--- config.mk ---
export PLATFORM = sky130hd
export DESIGN_NAME = chunk_reassembly_tracker_core
export DESIGN_NICKNAME = d
export VERILOG_FILES = /design/src/sv/crt_pkg.sv /design/src/sv/crt_ctrl.sv /design/src/sv/crt_dp.sv /design/src/sv/chunk_reassembly_tracker_core.sv
export VERILOG_INCLUDE_DIRS = /design/src /design/src/sv
export SDC_FILE = /design/constraint.sdc
export NUM_CORES = 1
export LEC_CHECK = 0
export ABC_AREA = 1
export BUFFER_PORTS_ARGS = -buffer_cell sky130_fd_sc_hd__buf_4
export CAP_MARGIN = 10
export CORE_MARGIN = 1
export CORE_UTILIZATION = 30
export DETAILED_ROUTE_END_ITERATION = 10
export GPL_TIMING_DRIVEN = 0
export PLACE_DENSITY = 0.53
export SYNTH_ARGS = -nofsm -noshare
export SYNTH_HDL_FRONTEND = slang
export SYNTH_SLANG_ARGS = --single-unit
--- constraint.sdc ---
create_clock -name clk_i -period 8.3 [get_ports clk_i]
set_input_delay 2.49 -clock clk_i [delete_from_list [all_inputs] [get_ports clk_i]]
set_output_delay 2.49 -clock clk_i [all_outputs]
set_load 0.1 [all_outputs]
--- src/sv/chunk_reassembly_tracker_core_assert.svh ---
// Assertion macros for the chunk reassembly tracker datapath (crt_dp).
// Each macro expects clk_i and rst_ni in the scope where it is used.
`ifndef CHUNK_REASSEMBLY_TRACKER_CORE_ASSERT_SVH
`define CHUNK_REASSEMBLY_TRACKER_CORE_ASSERT_SVH

// The consequent must hold in the same cycle as the antecedent.
`define CRT_ASSERT_IMPL(label, ante, cons, msg) \
  label: assert property (@(posedge clk_i) disable iff (!rst_ni) (ante) |-> (cons)) \
    else $error(msg);

// The consequent must hold in the cycle after the antecedent.
`define CRT_ASSERT_NEXT(label, ante, cons, msg) \
  label: assert property (@(posedge clk_i) disable iff (!rst_ni) (ante) |=> (cons)) \
    else $error(msg);

`endif

--- src/sv/crt_pkg.sv ---
// Package for the chunk reassembly tracker: item structs, codes, reset values
// and the command and status structs between controller and datapath.
// Depends on nothing.
package crt_pkg;

  localparam int unsigned MaxChunksDefault = 64;
  localparam int unsigned TimerBitsDefault = 16;

  localparam logic [6:0]  ChunkCountReset   = 7'd1;
  localparam logic [15:0] BlockSizeReset    = 16'd1024;
  localparam logic [31:0] FrameIdReset      = 32'd0;
  localparam logic [15:0] InitTimeoutReset  = 16'd20;
  localparam logic [15:0] DropTimeoutReset  = 16'd100;
  localparam logic [15:0] ResendPeriodReset = 16'd20;

  localparam logic [2:0] CfgChunkCount   = 3'd0;
  localparam logic [2:0] CfgBlockSize    = 3'd1;
  localparam logic [2:0] CfgFrameId      = 3'd2;
  localparam logic [2:0] CfgInitTimeout  = 3'd3;
  localparam logic [2:0] CfgDropTimeout  = 3'd4;
  localparam logic [2:0] CfgResendPeriod = 3'd5;

  localparam logic ActChunk = 1'b0;
  localparam logic ActTick  = 1'b1;

  localparam logic [1:0] KindPlace    = 2'd0;
  localparam logic [1:0] KindRequest  = 2'd1;
  localparam logic [1:0] KindComplete = 2'd2;
  localparam logic [1:0] KindDropped  = 2'd3;

  typedef enum logic [1:0] {
    StAssembling = 2'd0,
    StReady      = 2'd1,
    StDropped    = 2'd2
  } status_e;

  typedef struct packed {
    logic        action;
    logic [5:0]  chunk_num;
    logic [15:0] chunk_length;
    logic [31:0] frame_bytes;
    logic        is_resend;
  } in_t;

  typedef struct packed {
    logic [1:0]  kind;
    logic [5:0]  slot_index;
    logic [21:0] write_offset;
    logic [15:0] write_length;
    logic [31:0] result_frame;
    logic [6:0]  request_total;
    logic [31:0] assembled_bytes;
    logic        last;
  } out_t;

  typedef struct packed {
    logic in_load;
    logic do_place;
    logic do_complete;
    logic do_tick;
    logic walk_clear;
    logic walk_next;
    logic walk_emit;
  } cmd_t;

  typedef struct packed {
    logic action;
    logic finished;
    logic idx_ok;
    logic all_done;
    logic drop_x;
    logic round_x;
    logic out_free;
    logic walk_end;
    logic walk_hit;
  } sts_t;

endpackage

--- src/sv/crt_ctrl.sv ---
// Controller of the chunk reassembly tracker: sequences each item through
// evaluation, completion and the resend walk. Depends on crt_pkg.
module crt_ctrl (
  input  logic          clk_i,
  input  logic          rst_ni,
  input  logic          in_valid_i,
  output logic          in_ready_o,
  input  crt_pkg::sts_t sts_i,
  output crt_pkg::cmd_t cmd_o
);

  typedef enum logic [1:0] {
    SIdle,
    SEval,
    SWalk,
    SComplete
  } state_e;

  state_e state_q, state_d;
  logic   in_ready_q;

  always_comb begin
    state_d = state_q;
    cmd_o   = crt_pkg::cmd_t'('0);
    cmd_o.in_load = in_valid_i && in_ready_q;
    unique case (state_q)
      SIdle: begin
        if (in_valid_i) begin
          state_d = SEval;
        end
      end
      SEval: begin
        if (sts_i.finished) begin
          state_d = SIdle;
        end else if (sts_i.action == crt_pkg::ActChunk) begin
          if (!sts_i.idx_ok) begin
            state_d = SIdle;
          end else if (sts_i.out_free) begin
            cmd_o.do_place = 1'b1;
            state_d = sts_i.all_done ? SComplete : SIdle;
          end
        end else if (sts_i.drop_x) begin
          if (sts_i.out_free) begin
            cmd_o.do_tick = 1'b1;
            state_d = SIdle;
          end
        end else begin
          cmd_o.do_tick = 1'b1;
          if (sts_i.round_x) begin
            cmd_o.walk_clear = 1'b1;
            state_d = SWalk;
          end else begin
            state_d = SIdle;
          end
        end
      end
      SWalk: begin
        if (sts_i.walk_end) begin
          state_d = SIdle;
        end else if (!sts_i.walk_hit) begin
          cmd_o.walk_next = 1'b1;
        end else if (sts_i.out_free) begin
          cmd_o.walk_emit = 1'b1;
          cmd_o.walk_next = 1'b1;
        end
      end
      SComplete: begin
        if (sts_i.out_free) begin
          cmd_o.do_complete = 1'b1;
          state_d = SIdle;
        end
      end
      default: begin
        state_d = SIdle;
      end
    endcase
  end

  always_ff @(posedge clk_i or negedge rst_ni) begin
    if (!rst_ni) begin
      state_q    <= SIdle;
      in_ready_q <= 1'b1;
    end else begin
      state_q    <= state_d;
      in_ready_q <= (state_d == SIdle);
    end
  end

  assign in_ready_o = in_ready_q;

endmodule

--- src/sv/crt_dp.sv ---
// Datapath of the chunk reassembly tracker: configuration registers, the
// received map, the three timers and the output register.
// Depends on crt_pkg and chunk_reassembly_tracker_core_assert.svh.
`include "chunk_reassembly_tracker_core_assert.svh"

module crt_dp #(
  parameter int unsigned MaxChunks = crt_pkg::MaxChunksDefault,
  parameter int unsigned TimerBits = crt_pkg::TimerBitsDefault
) (
  input  logic          clk_i,
  input  logic          rst_ni,
  input  logic          cfg_valid_i,
  input  logic [2:0]    cfg_index_i,
  input  logic [31:0]   cfg_data_i,
  input  crt_pkg::in_t  in_data_i,
  output logic          out_valid_o,
  input  logic          out_ready_i,
  output crt_pkg::out_t out_data_o,
  input  crt_pkg::cmd_t cmd_i,
  output crt_pkg::sts_t sts_o
);

  localparam int unsigned PtrW = $clog2(MaxChunks + 1);
  localparam int unsigned IdxW = (MaxChunks > 1) ? $clog2(MaxChunks) : 1;

  typedef struct packed {
    logic                 active;
    logic [TimerBits-1:0] count;
  } tmr_t;

  function automatic tmr_t tmr_load(logic [15:0] ticks);
    tmr_t                 r;
    logic [TimerBits-1:0] c;
    c        = TimerBits'(ticks);
    r.active = 1'b1;
    r.count  = (c == '0) ? TimerBits'(1) : c;
    return r;
  endfunction

  function automatic logic tmr_expires(tmr_t t);
    return t.active && (t.count <= TimerBits'(1));
  endfunction

  function automatic tmr_t tmr_advance(tmr_t t);
    tmr_t r;
    r = t;
    if (tmr_expires(t)) begin
      r = tmr_t'('0);
    end else if (t.active) begin
      r.count = t.count - TimerBits'(1);
    end
    return r;
  endfunction

  logic [6:0]  chunk_count_q;
  logic [15:0] block_size_q;
  logic [31:0] frame_id_q;
  logic [15:0] init_timeout_q;
  logic [15:0] drop_timeout_q;
  logic [15:0] resend_period_q;

  logic [MaxChunks-1:0] map_q;
  crt_pkg::status_e     status_q;
  logic                 resend_mode_q;
  tmr_t                 init_q, drop_q, resend_q;
  logic [PtrW-1:0]      ptr_q;
  crt_pkg::in_t         in_q;
  logic                 out_valid_q;
  crt_pkg::out_t        out_q, out_d;

  logic [PtrW-1:0]      eff_n;
  logic [MaxChunks-1:0] mask_n, upto_ptr, idx_bit, map_set;
  logic                 init_x, drop_x, resend_x, round_x;
  logic                 idx_ok, all_done, rest_full, out_free, out_load;

  always_comb begin
    if (chunk_count_q == 7'd0) begin
      eff_n = PtrW'(1);
    end else if (chunk_count_q > 7'(MaxChunks)) begin
      eff_n = PtrW'(MaxChunks);
    end else begin
      eff_n = PtrW'(chunk_count_q);
    end
  end

  always_comb begin
    for (int j = 0; j < MaxChunks; j++) begin
      mask_n[j]   = PtrW'(j) < eff_n;
      upto_ptr[j] = PtrW'(j) <= ptr_q;
      idx_bit[j]  = (PtrW'(j) == PtrW'(in_q.chunk_num));
    end
  end

  assign map_set   = map_q | idx_bit;
  assign idx_ok    = 7'(in_q.chunk_num) < 7'(eff_n);
  assign all_done  = &(map_set | ~mask_n);
  assign rest_full = &(map_q | ~mask_n | upto_ptr);

  assign init_x   = tmr_expires(init_q);
  assign drop_x   = tmr_expires(drop_q);
  assign resend_x = tmr_expires(resend_q);
  assign round_x  = init_x || (resend_x && resend_mode_q);

  assign out_free = !out_valid_q || out_ready_i;
  assign out_load = cmd_i.do_place || cmd_i.do_complete || cmd_i.walk_emit ||
                    (cmd_i.do_tick && drop_x);

  always_comb begin
    sts_o          = crt_pkg::sts_t'('0);
    sts_o.action   = in_q.action;
    sts_o.finished = (status_q != crt_pkg::StAssembling);
    sts_o.idx_ok   = idx_ok;
    sts_o.all_done = all_done;
    sts_o.drop_x   = drop_x;
    sts_o.round_x  = round_x;
    sts_o.out_free = out_free;
    sts_o.walk_end = ptr_q >= eff_n;
    sts_o.walk_hit = !map_q[ptr_q[IdxW-1:0]];
  end

  always_comb begin
    out_d              = crt_pkg::out_t'('0);
    out_d.result_frame = frame_id_q;
    if (cmd_i.do_place) begin
      out_d.kind         = crt_pkg::KindPlace;
      out_d.slot_index   = in_q.chunk_num;
      out_d.write_offset = 22'(in_q.chunk_num) * 22'(block_size_q);
      out_d.write_length = in_q.chunk_length;
      out_d.last         = !all_done;
    end else if (cmd_i.do_complete) begin
      out_d.kind            = crt_pkg::KindComplete;
      out_d.assembled_bytes = in_q.frame_bytes;
      out_d.last            = 1'b1;
    end else if (cmd_i.walk_emit) begin
      out_d.kind          = crt_pkg::KindRequest;
      out_d.slot_index    = 6'(ptr_q);
      out_d.request_total = 7'(eff_n);
      out_d.last          = rest_full;
    end else begin
      out_d.kind = crt_pkg::KindDropped;
      out_d.last = 1'b1;
    end
  end

  always_ff @(posedge clk_i or negedge rst_ni) begin
    if (!rst_ni) begin
      chunk_count_q   <= crt_pkg::ChunkCountReset;
      block_size_q    <= crt_pkg::BlockSizeReset;
      frame_id_q      <= crt_pkg::FrameIdReset;
      init_timeout_q  <= crt_pkg::InitTimeoutReset;
      drop_timeout_q  <= crt_pkg::DropTimeoutReset;
      resend_period_q <= crt_pkg::ResendPeriodReset;
    end else if (cfg_valid_i) begin
      unique case (cfg_index_i)
        crt_pkg::CfgChunkCount:   chunk_count_q   <= cfg_data_i[6:0];
        crt_pkg::CfgBlockSize:    block_size_q    <= cfg_data_i[15:0];
        crt_pkg::CfgFrameId:      frame_id_q      <= cfg_data_i;
        crt_pkg::CfgInitTimeout:  init_timeout_q  <= cfg_data_i[15:0];
        crt_pkg::CfgDropTimeout:  drop_timeout_q  <= cfg_data_i[15:0];
        crt_pkg::CfgResendPeriod: resend_period_q <= cfg_data_i[15:0];
        default: begin
        end
      endcase
    end
  end

  always_ff @(posedge clk_i or negedge rst_ni) begin
    if (!rst_ni) begin
      map_q         <= '0;
      status_q      <= crt_pkg::StAssembling;
      resend_mode_q <= 1'b0;
      init_q        <= tmr_t'('0);
      drop_q        <= tmr_t'('0);
      resend_q      <= tmr_t'('0);
      ptr_q         <= '0;
      out_valid_q   <= 1'b0;
    end else begin
      if (cmd_i.do_place) begin
        map_q <= map_set;
        if (all_done) begin
          status_q      <= crt_pkg::StReady;
          resend_mode_q <= 1'b0;
          init_q        <= tmr_t'('0);
          drop_q        <= tmr_t'('0);
          resend_q      <= tmr_t'('0);
        end else if (!in_q.is_resend && !resend_mode_q) begin
          init_q <= tmr_load(init_timeout_q);
        end
      end else if (cmd_i.do_tick) begin
        if (drop_x) begin
          resend_mode_q <= 1'b0;
          status_q      <= crt_pkg::StDropped;
          init_q        <= tmr_t'('0);
          drop_q        <= tmr_t'('0);
          resend_q      <= tmr_t'('0);
        end else begin
          init_q <= tmr_advance(init_q);
          if (init_x && !resend_mode_q) begin
            resend_mode_q <= 1'b1;
            drop_q        <= tmr_load(drop_timeout_q);
          end else begin
            drop_q <= tmr_advance(drop_q);
          end
          resend_q <= round_x ? tmr_load(resend_period_q) : tmr_advance(resend_q);
        end
      end
      if (cmd_i.walk_clear) begin
        ptr_q <= '0;
      end else if (cmd_i.walk_next) begin
        ptr_q <= ptr_q + PtrW'(1);
      end
      if (out_load) begin
        out_valid_q <= 1'b1;
      end else if (out_ready_i) begin
        out_valid_q <= 1'b0;
      end
    end
  end

  always_ff @(posedge clk_i) begin
    if (cmd_i.in_load) begin
      in_q <= in_data_i;
    end
    if (out_load) begin
      out_q <= out_d;
    end
  end

  assign out_valid_o = out_valid_q;
  assign out_data_o  = out_q;

  `CRT_ASSERT_IMPL(a_load_when_free, out_load, out_free, "Result loaded over an untaken result.")
  `CRT_ASSERT_NEXT(a_status_final, sts_o.finished, $stable(status_q), "Finished status changed.")
  `CRT_ASSERT_IMPL(a_resend_assembling, resend_mode_q, !sts_o.finished, "Resend mode when done.")
  `CRT_ASSERT_IMPL(a_drop_in_resend, drop_q.active, resend_mode_q, "Drop timer outside resend mode.")

endmodule

--- src/sv/chunk_reassembly_tracker_core.sv ---
// Top level of the chunk reassembly tracker: joins controller and datapath.
// Depends on crt_pkg, crt_ctrl and crt_dp.
//
//  Channel | Direction | Handshake                | Payload
//  --------+-----------+--------------------------+--------------------------
//  in      | input     | in_valid_i / in_ready_o  | in_data_i (crt_pkg::in_t)
//  out     | output    | out_valid_o / out_ready_i| out_data_o (crt_pkg::out_t)
//  cfg     | input     | cfg_valid_i / cfg_ready_o| cfg_index_i, cfg_data_i
//
// Each item is evaluated; a chunk that fills the last slot then also completes the frame.
// A tick that starts a resend round then walks every slot below the chunk count.
// The controller holds one item at a time; results leave through one output register.
// A stalled output pauses placement, completion, drop and the walk until it is taken.
// Reset clears the received map, status and timers at once; no clearing pass.
module chunk_reassembly_tracker_core #(
  parameter int unsigned MaxChunks = crt_pkg::MaxChunksDefault,
  parameter int unsigned TimerBits = crt_pkg::TimerBitsDefault
) (
  input  logic          clk_i,
  input  logic          rst_ni,
  input  logic          in_valid_i,
  output logic          in_ready_o,
  input  crt_pkg::in_t  in_data_i,
  output logic          out_valid_o,
  input  logic          out_ready_i,
  output crt_pkg::out_t out_data_o,
  input  logic          cfg_valid_i,
  output logic          cfg_ready_o,
  input  logic [2:0]    cfg_index_i,
  input  logic [31:0]   cfg_data_i
);

  crt_pkg::cmd_t cmd;
  crt_pkg::sts_t sts;

  assign cfg_ready_o = 1'b1;

  crt_ctrl u_ctrl (
    .clk_i      (clk_i),
    .rst_ni     (rst_ni),
    .in_valid_i (in_valid_i),
    .in_ready_o (in_ready_o),
    .sts_i      (sts),
    .cmd_o      (cmd)
  );

  crt_dp #(
    .MaxChunks (MaxChunks),
    .TimerBits (TimerBits)
  ) u_dp (
    .clk_i       (clk_i),
    .rst_ni      (rst_ni),
    .cfg_valid_i (cfg_valid_i),
    .cfg_index_i (cfg_index_i),
    .cfg_data_i  (cfg_data_i),
    .in_data_i   (in_data_i),
    .out_valid_o (out_valid_o),
    .out_ready_i (out_ready_i),
    .out_data_o  (out_data_o),
    .cmd_i       (cmd),
    .sts_o       (sts)
  );

endmodule

# Word-level counts from Yosys, hierarchy flattened
# Cells that the tools add are included.
[word_totals]
regBits = 406
out_inout_bits = 121
[classes]
magnitude_cmp = 135
n_bitwise = 7
reduce_logical = 54
n_mux = 77
n_eq_ne = 73
n_mul = 1
addsub = 4
[op_table]
columns = ["operator", "count"]
rows = [
  ["bitwise OR 64 bit", 4],
  ["2-to-1 mux 17 bit", 14],
  ["<= comparator 6 x 7 -> 1 bit, first input constant", 32],
  ["< comparator 6 x 7 -> 1 bit, first input constant", 32],
  ["equality test 6 bit, first input constant", 32],
  ["2-to-1 mux 16 bit", 8],
  ["AND reduction 64 bit", 2],
  ["<= comparator 5 x 7 -> 1 bit, first input constant", 16],
  ["< comparator 5 x 7 -> 1 bit, first input constant", 16],
  ["equality test 5 x 6 -> 1 bit, first input constant", 16],
  ["inverter 64 bit", 1],
  ["<= comparator 4 x 7 -> 1 bit, first input constant", 8],
  ["< comparator 4 x 7 -> 1 bit, first input constant", 8],
  ["equality test 4 x 6 -> 1 bit, first input constant", 8],
  ["<= comparator 16 x 1 -> 1 bit, second input constant", 3],
  ["zero test 16 bit", 3],
  ["subtractor 16 x 1 -> 16 bit, second input constant", 3],
  ["2-to-1 mux 2 bit", 22],
  ["<= comparator 3 x 7 -> 1 bit, first input constant", 4],
  ["< comparator 3 x 7 -> 1 bit, first input constant", 4],
  ["2-to-1 mux 7 bit", 4],
  ["equality test 3 x 6 -> 1 bit, first input constant", 4],
  ["2-to-1 mux 1 bit", 24],
  ["multiplier 6 x 16 -> 22 bit", 1],
  ["37 further kinds", 82],
]

# Longest topological paths before layout
[depth]
ltp_word = 14
ltp_mapped = 21

# Modules after synthesis
# A second synthesis with hierarchy kept.
[hier_totals]
hier_cells = 2748
area_unflattened_um2 = 23105.9
[by_module_without_submodules]
columns = ["mod", "instances", "seq_area_each_um2", "area_each_um2", "cells_each"]
rows = [
  ["crt_dp", 1, 10966.8, 22821.9, 2698],
  ["crt_ctrl", 1, 76.3, 272.8, 48],
  ["chunk_reassembly_tracker_core", 1, 0.0, 11.3, 2],
]

# Worst setup path before layout
# Ideal clock, no wire load.
[synth_timing]
path_type = "input to register"
from = "input port out_ready_i"
to = "register u_dp.out_q (netlist bit u_dp.out_data_o[0]), enable pin"
path_stages = 5
t_arrival_ps = 6047
path_buffers = 1
setup_slack_ps = 914
path_cell_list = "nor2_1 -> inv_1 -> nand3_1 -> clkbuf_1 -> nand3_1"
[synth_via]
elab_chain_len = 9
elab_cells_between_ends = 19
[synth_rtl]
columns = ["item", "line_no", "source"]
rows = [
  ["from (decl)", "chunk_reassembly_tracker_core.sv:25", "input logic out_ready_i,"],
  ["logical OR 1 bit (*)", "crt_dp.sv:104", "assign out_free = !out_valid_q || out_ready_i;"],
  ["2-to-1 mux 1 bit", "crt_ctrl.sv:38, crt_ctrl.sv:43, crt_ctrl.sv:68", ""],
  ["2-to-1 mux 1 bit", "crt_ctrl.sv:36", "if (!sts_i.idx_ok) begin"],
  ["2-to-1 mux 1 bit", "crt_ctrl.sv:35", "end else if (sts_i.action == crt_pkg::ActChunk) begin"],
  ["2-to-1 mux 1 bit", "crt_ctrl.sv:33", "if (sts_i.finished) begin"],
  ["2-to-1 mux 1 bit", "crt_ctrl.sv:26", "unique case (state_q)"],
  ["logical OR 1 bit (2 in a row)", "crt_dp.sv:105", "assign out_load = cmd_i.do_place || cmd_i.do_complete || cmd_i.walk_emit ||"],
  ["logical OR 1 bit (*)", "crt_dp.sv:105", ""],
  ["named net u_dp.out_load", "crt_dp.sv:74", "logic idx_ok, all_done, rest_full, out_free, out_load;"],
  ["to (signal assigned)", "crt_dp.sv:225", "out_q <= out_d;"],
  ["to (decl)", "crt_dp.sv:69", "crt_pkg::out_t out_q, out_d;"],
]
# The timed path passes the listed nets; every way through them passes the cells marked *.
# A chain may end at the register's enable or synchronous reset.

# Final worst setup path
[layout_timing]
from = "register u_dp.in_q[53] (netlist name)"
to = "register u_dp.out_q (netlist bit u_dp.out_data_o[107]) (data pin)"
[layout_via]
elab_chain_len = 5
elab_cells_between_ends = 6
[layout_rtl]
columns = ["item", "line_no", "source"]
rows = [
  ["from (decl)", "crt_dp.sv:67", "crt_pkg::in_t in_q;"],
  ["from (signal assigned)", "crt_dp.sv:222", "in_q <= in_data_i;"],
  ["parallel branches: the longest is 5 deep, another holds multiplier 6 x 16 -> 22 bit", "--", ""],
]
# Parallel ways; which one is timed is not known.

==> results_dict.tcl <==
set metrics [dict create \
    status "finished, final reports clean" \
    r2r_cells 18 \
    crit_type "reg -> reg" \
    grt_max_degree 108 \
    first_global_vias 19480 \
    clk_latency_ns 0.63 \
    final_cell_area_um2 27250 \
    nets 3125 \
    synth_flop_cell "dfrtp_1" \
    placed_area_um2 25720 \
    cts_buffers 48 \
    grt_pass1_wl_um 127400 \
    clock-sinks 406 \
    drive_gt1_frac 0.1318 \
    synth_nets 2854 \
    worstHoldStart "u_dp.frame_id_q[23]" \
    power.density_nw_per_um2 218.9 \
    ys_top_cells_by_count "nand2_1 (522), inv_1 (416), o21ai_0 (254)" \
    r2r-end "u_dp.out_data_o[107]" \
    worst_pin_slew_ns 1.337 \
    fillers 7772 \
    finClkSkew_ns 0.06735 \
    r2r-start "u_dp.in_q[53]" \
    hold_buffers 0 \
    critPathMaxFanout 10 \
    r2r_setup_slack_ns 2.65 \
    yosys.area.top_type_share 0.2443 \
    min_to "u_dp.out_data_o[63]" \
    cts_tree "done" \
    p_leak_nw 13.08 \
    synth-async-reset-ratio 0.5714 \
    syn_area_um2 22740 \
    crit_chain "buf_2 -> clkbuf_1 -> nand2_1 -> fa_1 -> fa_1 -> fa_1 -> inv_1 -> ha_1 -> nand2_1 -> inv_1 -> a21oi_1 -> o21ai_0 -> a21boi_0 -> o21ai_0 -> a31oi_1 -> o21a_1 -> nor2_1 -> nor2_1" \
    drt-pass1-iter-count 5 \
    yosys_warnings 0 \
    synth_edf_count 174 \
    crit_path_frequent_cell "fa_1" \
    port_buffers 215 \
    overflow 0 \
    slew_viol_final 0 \
    drc 0 \
    regArea_um2 11040 \
    drtIter0Drc 1752 \
    cp_data_arrival_time_ns 6.00 \
    drt-total-wl_um 85300 \
    synth_seq_cells 406 \
    power.total_w 0.005964 \
    fin_crit_sh 0.6810 \
    maxSlewHeadroom 0.1055 \
    dieArea_um2 76910 \
    ios 217 \
    wl_per_cell_um 21.70 \
    rows 100 \
    multi_input_area_um2 9667 \
    min_path_cells 0 \
    hpwlAfterDp_um 64320 \
    cp_data_required_time_ns 8.65 \
    ys_seq_area_frac 0.4856 \
    die_width_um 277.3 \
    root_buffer "clkbuf_16" \
    synthTopCellsByArea "dfrtp_1 (24%), edfxtp_1 (23%), nand2_1 (8.6%), inv_1 (6.9%), o21ai_0 (5.6%)" \
    cp-start-kind "flip-flop" \
    critPathSlowestCell "fa_1" \
    hp-class "reg -> reg" \
    start_util 0.3044 \
    finalSetupViolCount 0 \
    final_hold_viol_count 0 \
    drv_cap 0 \
    fmax_mhz 176.9 \
    synthDistinctLibCells 56 \
    gp_congestion 1.019 \
    antenna_found_initial 5 \
    viasPerCell 5.058 \
    syn_inst 2649 \
    detail-route-antenna-nets 0 \
    fp.coreArea_um2 74700 \
    yosys.area.top_type "dfrtp_1" \
    max_stage_delay_ns 0.54 \
    vias 19880 \
    post-cts-setup-buffer-count 0 \
    crit_family "adder cells" \
    finalSetupTns_ns 0 \
    end_kind "flip-flop" \
    grt_usage 0.2202 \
    syn_to_final_growth_pct 19.83 \
    die_h_um 277.3 \
    ir_drop_uv 155.5 \
    h-tree-depth 2 \
    post_synth.cell_area_avg_um2 8.585 \
    ctsResizeCount 0 \
    critPathBufInv 4 \
    clk_pin_slew_ns 0.06 \
    rsz0062_at_grt "false" \
    yosysMostFrequentCell "nand2_1" \
    clockBufferDepth 3 \
    period_minus_slack_ns 5.652 \
]
-- cell families (layout without fill, tap and decap cells) --
kind of cell,Yosys count,after routing,share of synthesized area
XOR/XNOR,48,48,0.01849
multiplexers,16,16,0.007923
buffers and inverters,523,832,0.08985
AND/OR/NAND/NOR,1012,1012,0.1889
AO/OA/AOI/OAI,534,534,0.1302
other,1,4,0.0001649
flip-flops,406,406,0.4856
adder cells (fa/ha/maj),109,109,0.07879
-- final cells by class --
cell class / instances / area share
clock inverter: 27 / 0.008770
sequential: 406 / 0.4052
antenna: 3 / 0.0002755
clock buffer: 61 / 0.04697
tap: 969 / 0.04449
buffer: 94 / 0.01589
inverter: 429 / 0.05909
multi-input combinational: 1720 / 0.3547
timing repair buffer: 221 / 0.06455
-- worst max-delay path by stage --
stage / to / startpoint / cells after the start / slack (ns)
3_3_place_gp: u_dp.out_data_o[53] / out_ready_i / 6 / -2.34
2_1_floorplan: u_dp.out_data_o[0] / out_ready_i / 5 / 0.91
5_1_grt: u_dp.out_data_o[107] / u_dp.in_q[53] / 18 / 2.30
6_report: u_dp.out_data_o[107] / u_dp.in_q[53] / 18 / 2.65
4_1_cts: u_dp.out_data_o[107] / u_dp.in_q[53] / 18 / 2.71
3_5_place_dp: u_dp.out_data_o[53] / out_ready_i / 8 / 2.74
-- metrics by stage --
stage | setup slack [ns] | hold slack [ns] | instances | util
floorplan | 0.9138 | 0.4194 | 2649 | -
global placement | -2.336 | 0.4214 | 3833 | 0.3423
detailed placement | 2.745 | 0.4301 | 3839 | 0.3444
CTS | 2.707 | 0.4436 | 3927 | 0.3647
global route | 2.296 | 0.4479 | 3927 | 0.3647
finish | 2.648 | 0.4399 | 3930 | 0.3648
-- metal layers --
layer | global-route usage | wire (µm)
met5 | 0 | 0
met1 | 0.3112 | 38520
met4 | 0.08775 | 3439
met2 | 0.3349 | 37370
met3 | 0.03529 | 5964
-- cells in the final DEF, fill, tap and decap left out, drive strengths merged, types with 5 or more instances in the layout --
| cell type | count |
|---|---|
| o2111ai | 8 |
| inv | 425 |
| mux2 | 16 |
| buf | 255 |
| nor4 | 20 |
| xnor2 | 13 |
| a32oi | 5 |
| a21oi | 129 |
| o21ai | 293 |
| xor2 | 35 |
| o31ai | 8 |
| dfrtp | 222 |
| a31oi | 12 |
| dfstp | 10 |
| nand4 | 44 |
| a21boi | 9 |
| o22ai | 21 |
| o211ai | 22 |
| nand3b | 8 |
| ha | 52 |
| fa | 57 |
| nand3 | 140 |
| or2 | 8 |
| nor3 | 22 |
| clkinvlp | 6 |
| nor2 | 237 |
| edfxtp | 174 |
| clkinv | 23 |
| clkbuf | 121 |
| nand2 | 527 |
-- power by group --
part / leakage (nW) / internal (W) / switching [W]
Combinational: 7.87 / 0.000498 / 0.00105
Clock: 0.733 / 0.00116 / 0.000920
Sequential: 4.48 / 0.00223 / 0.000111
-- sequential cells by signal, indices dropped and copies added (netlist names) --
name,flops
u_dp.resend_mode_q,1
u_dp.sts_o,1
u_dp.block_size_q,16
u_dp.drop_q,17
u_dp.init_q,17
u_dp.ptr_q,7
u_dp.drop_timeout_q,16
u_dp.map_q,64
u_ctrl.in_ready_o,1
u_dp.chunk_count_q,7
u_dp.status_q,2
u_dp.frame_id_q,32
u_dp.init_timeout_q,16
u_dp.in_q,55
u_dp.resend_period_q,16
u_dp.out_valid_o,1
u_dp.out_data_o,118
u_ctrl.state_q,2
u_dp.resend_q,17
Note: power is estimated with default switching activity, not from simulation.
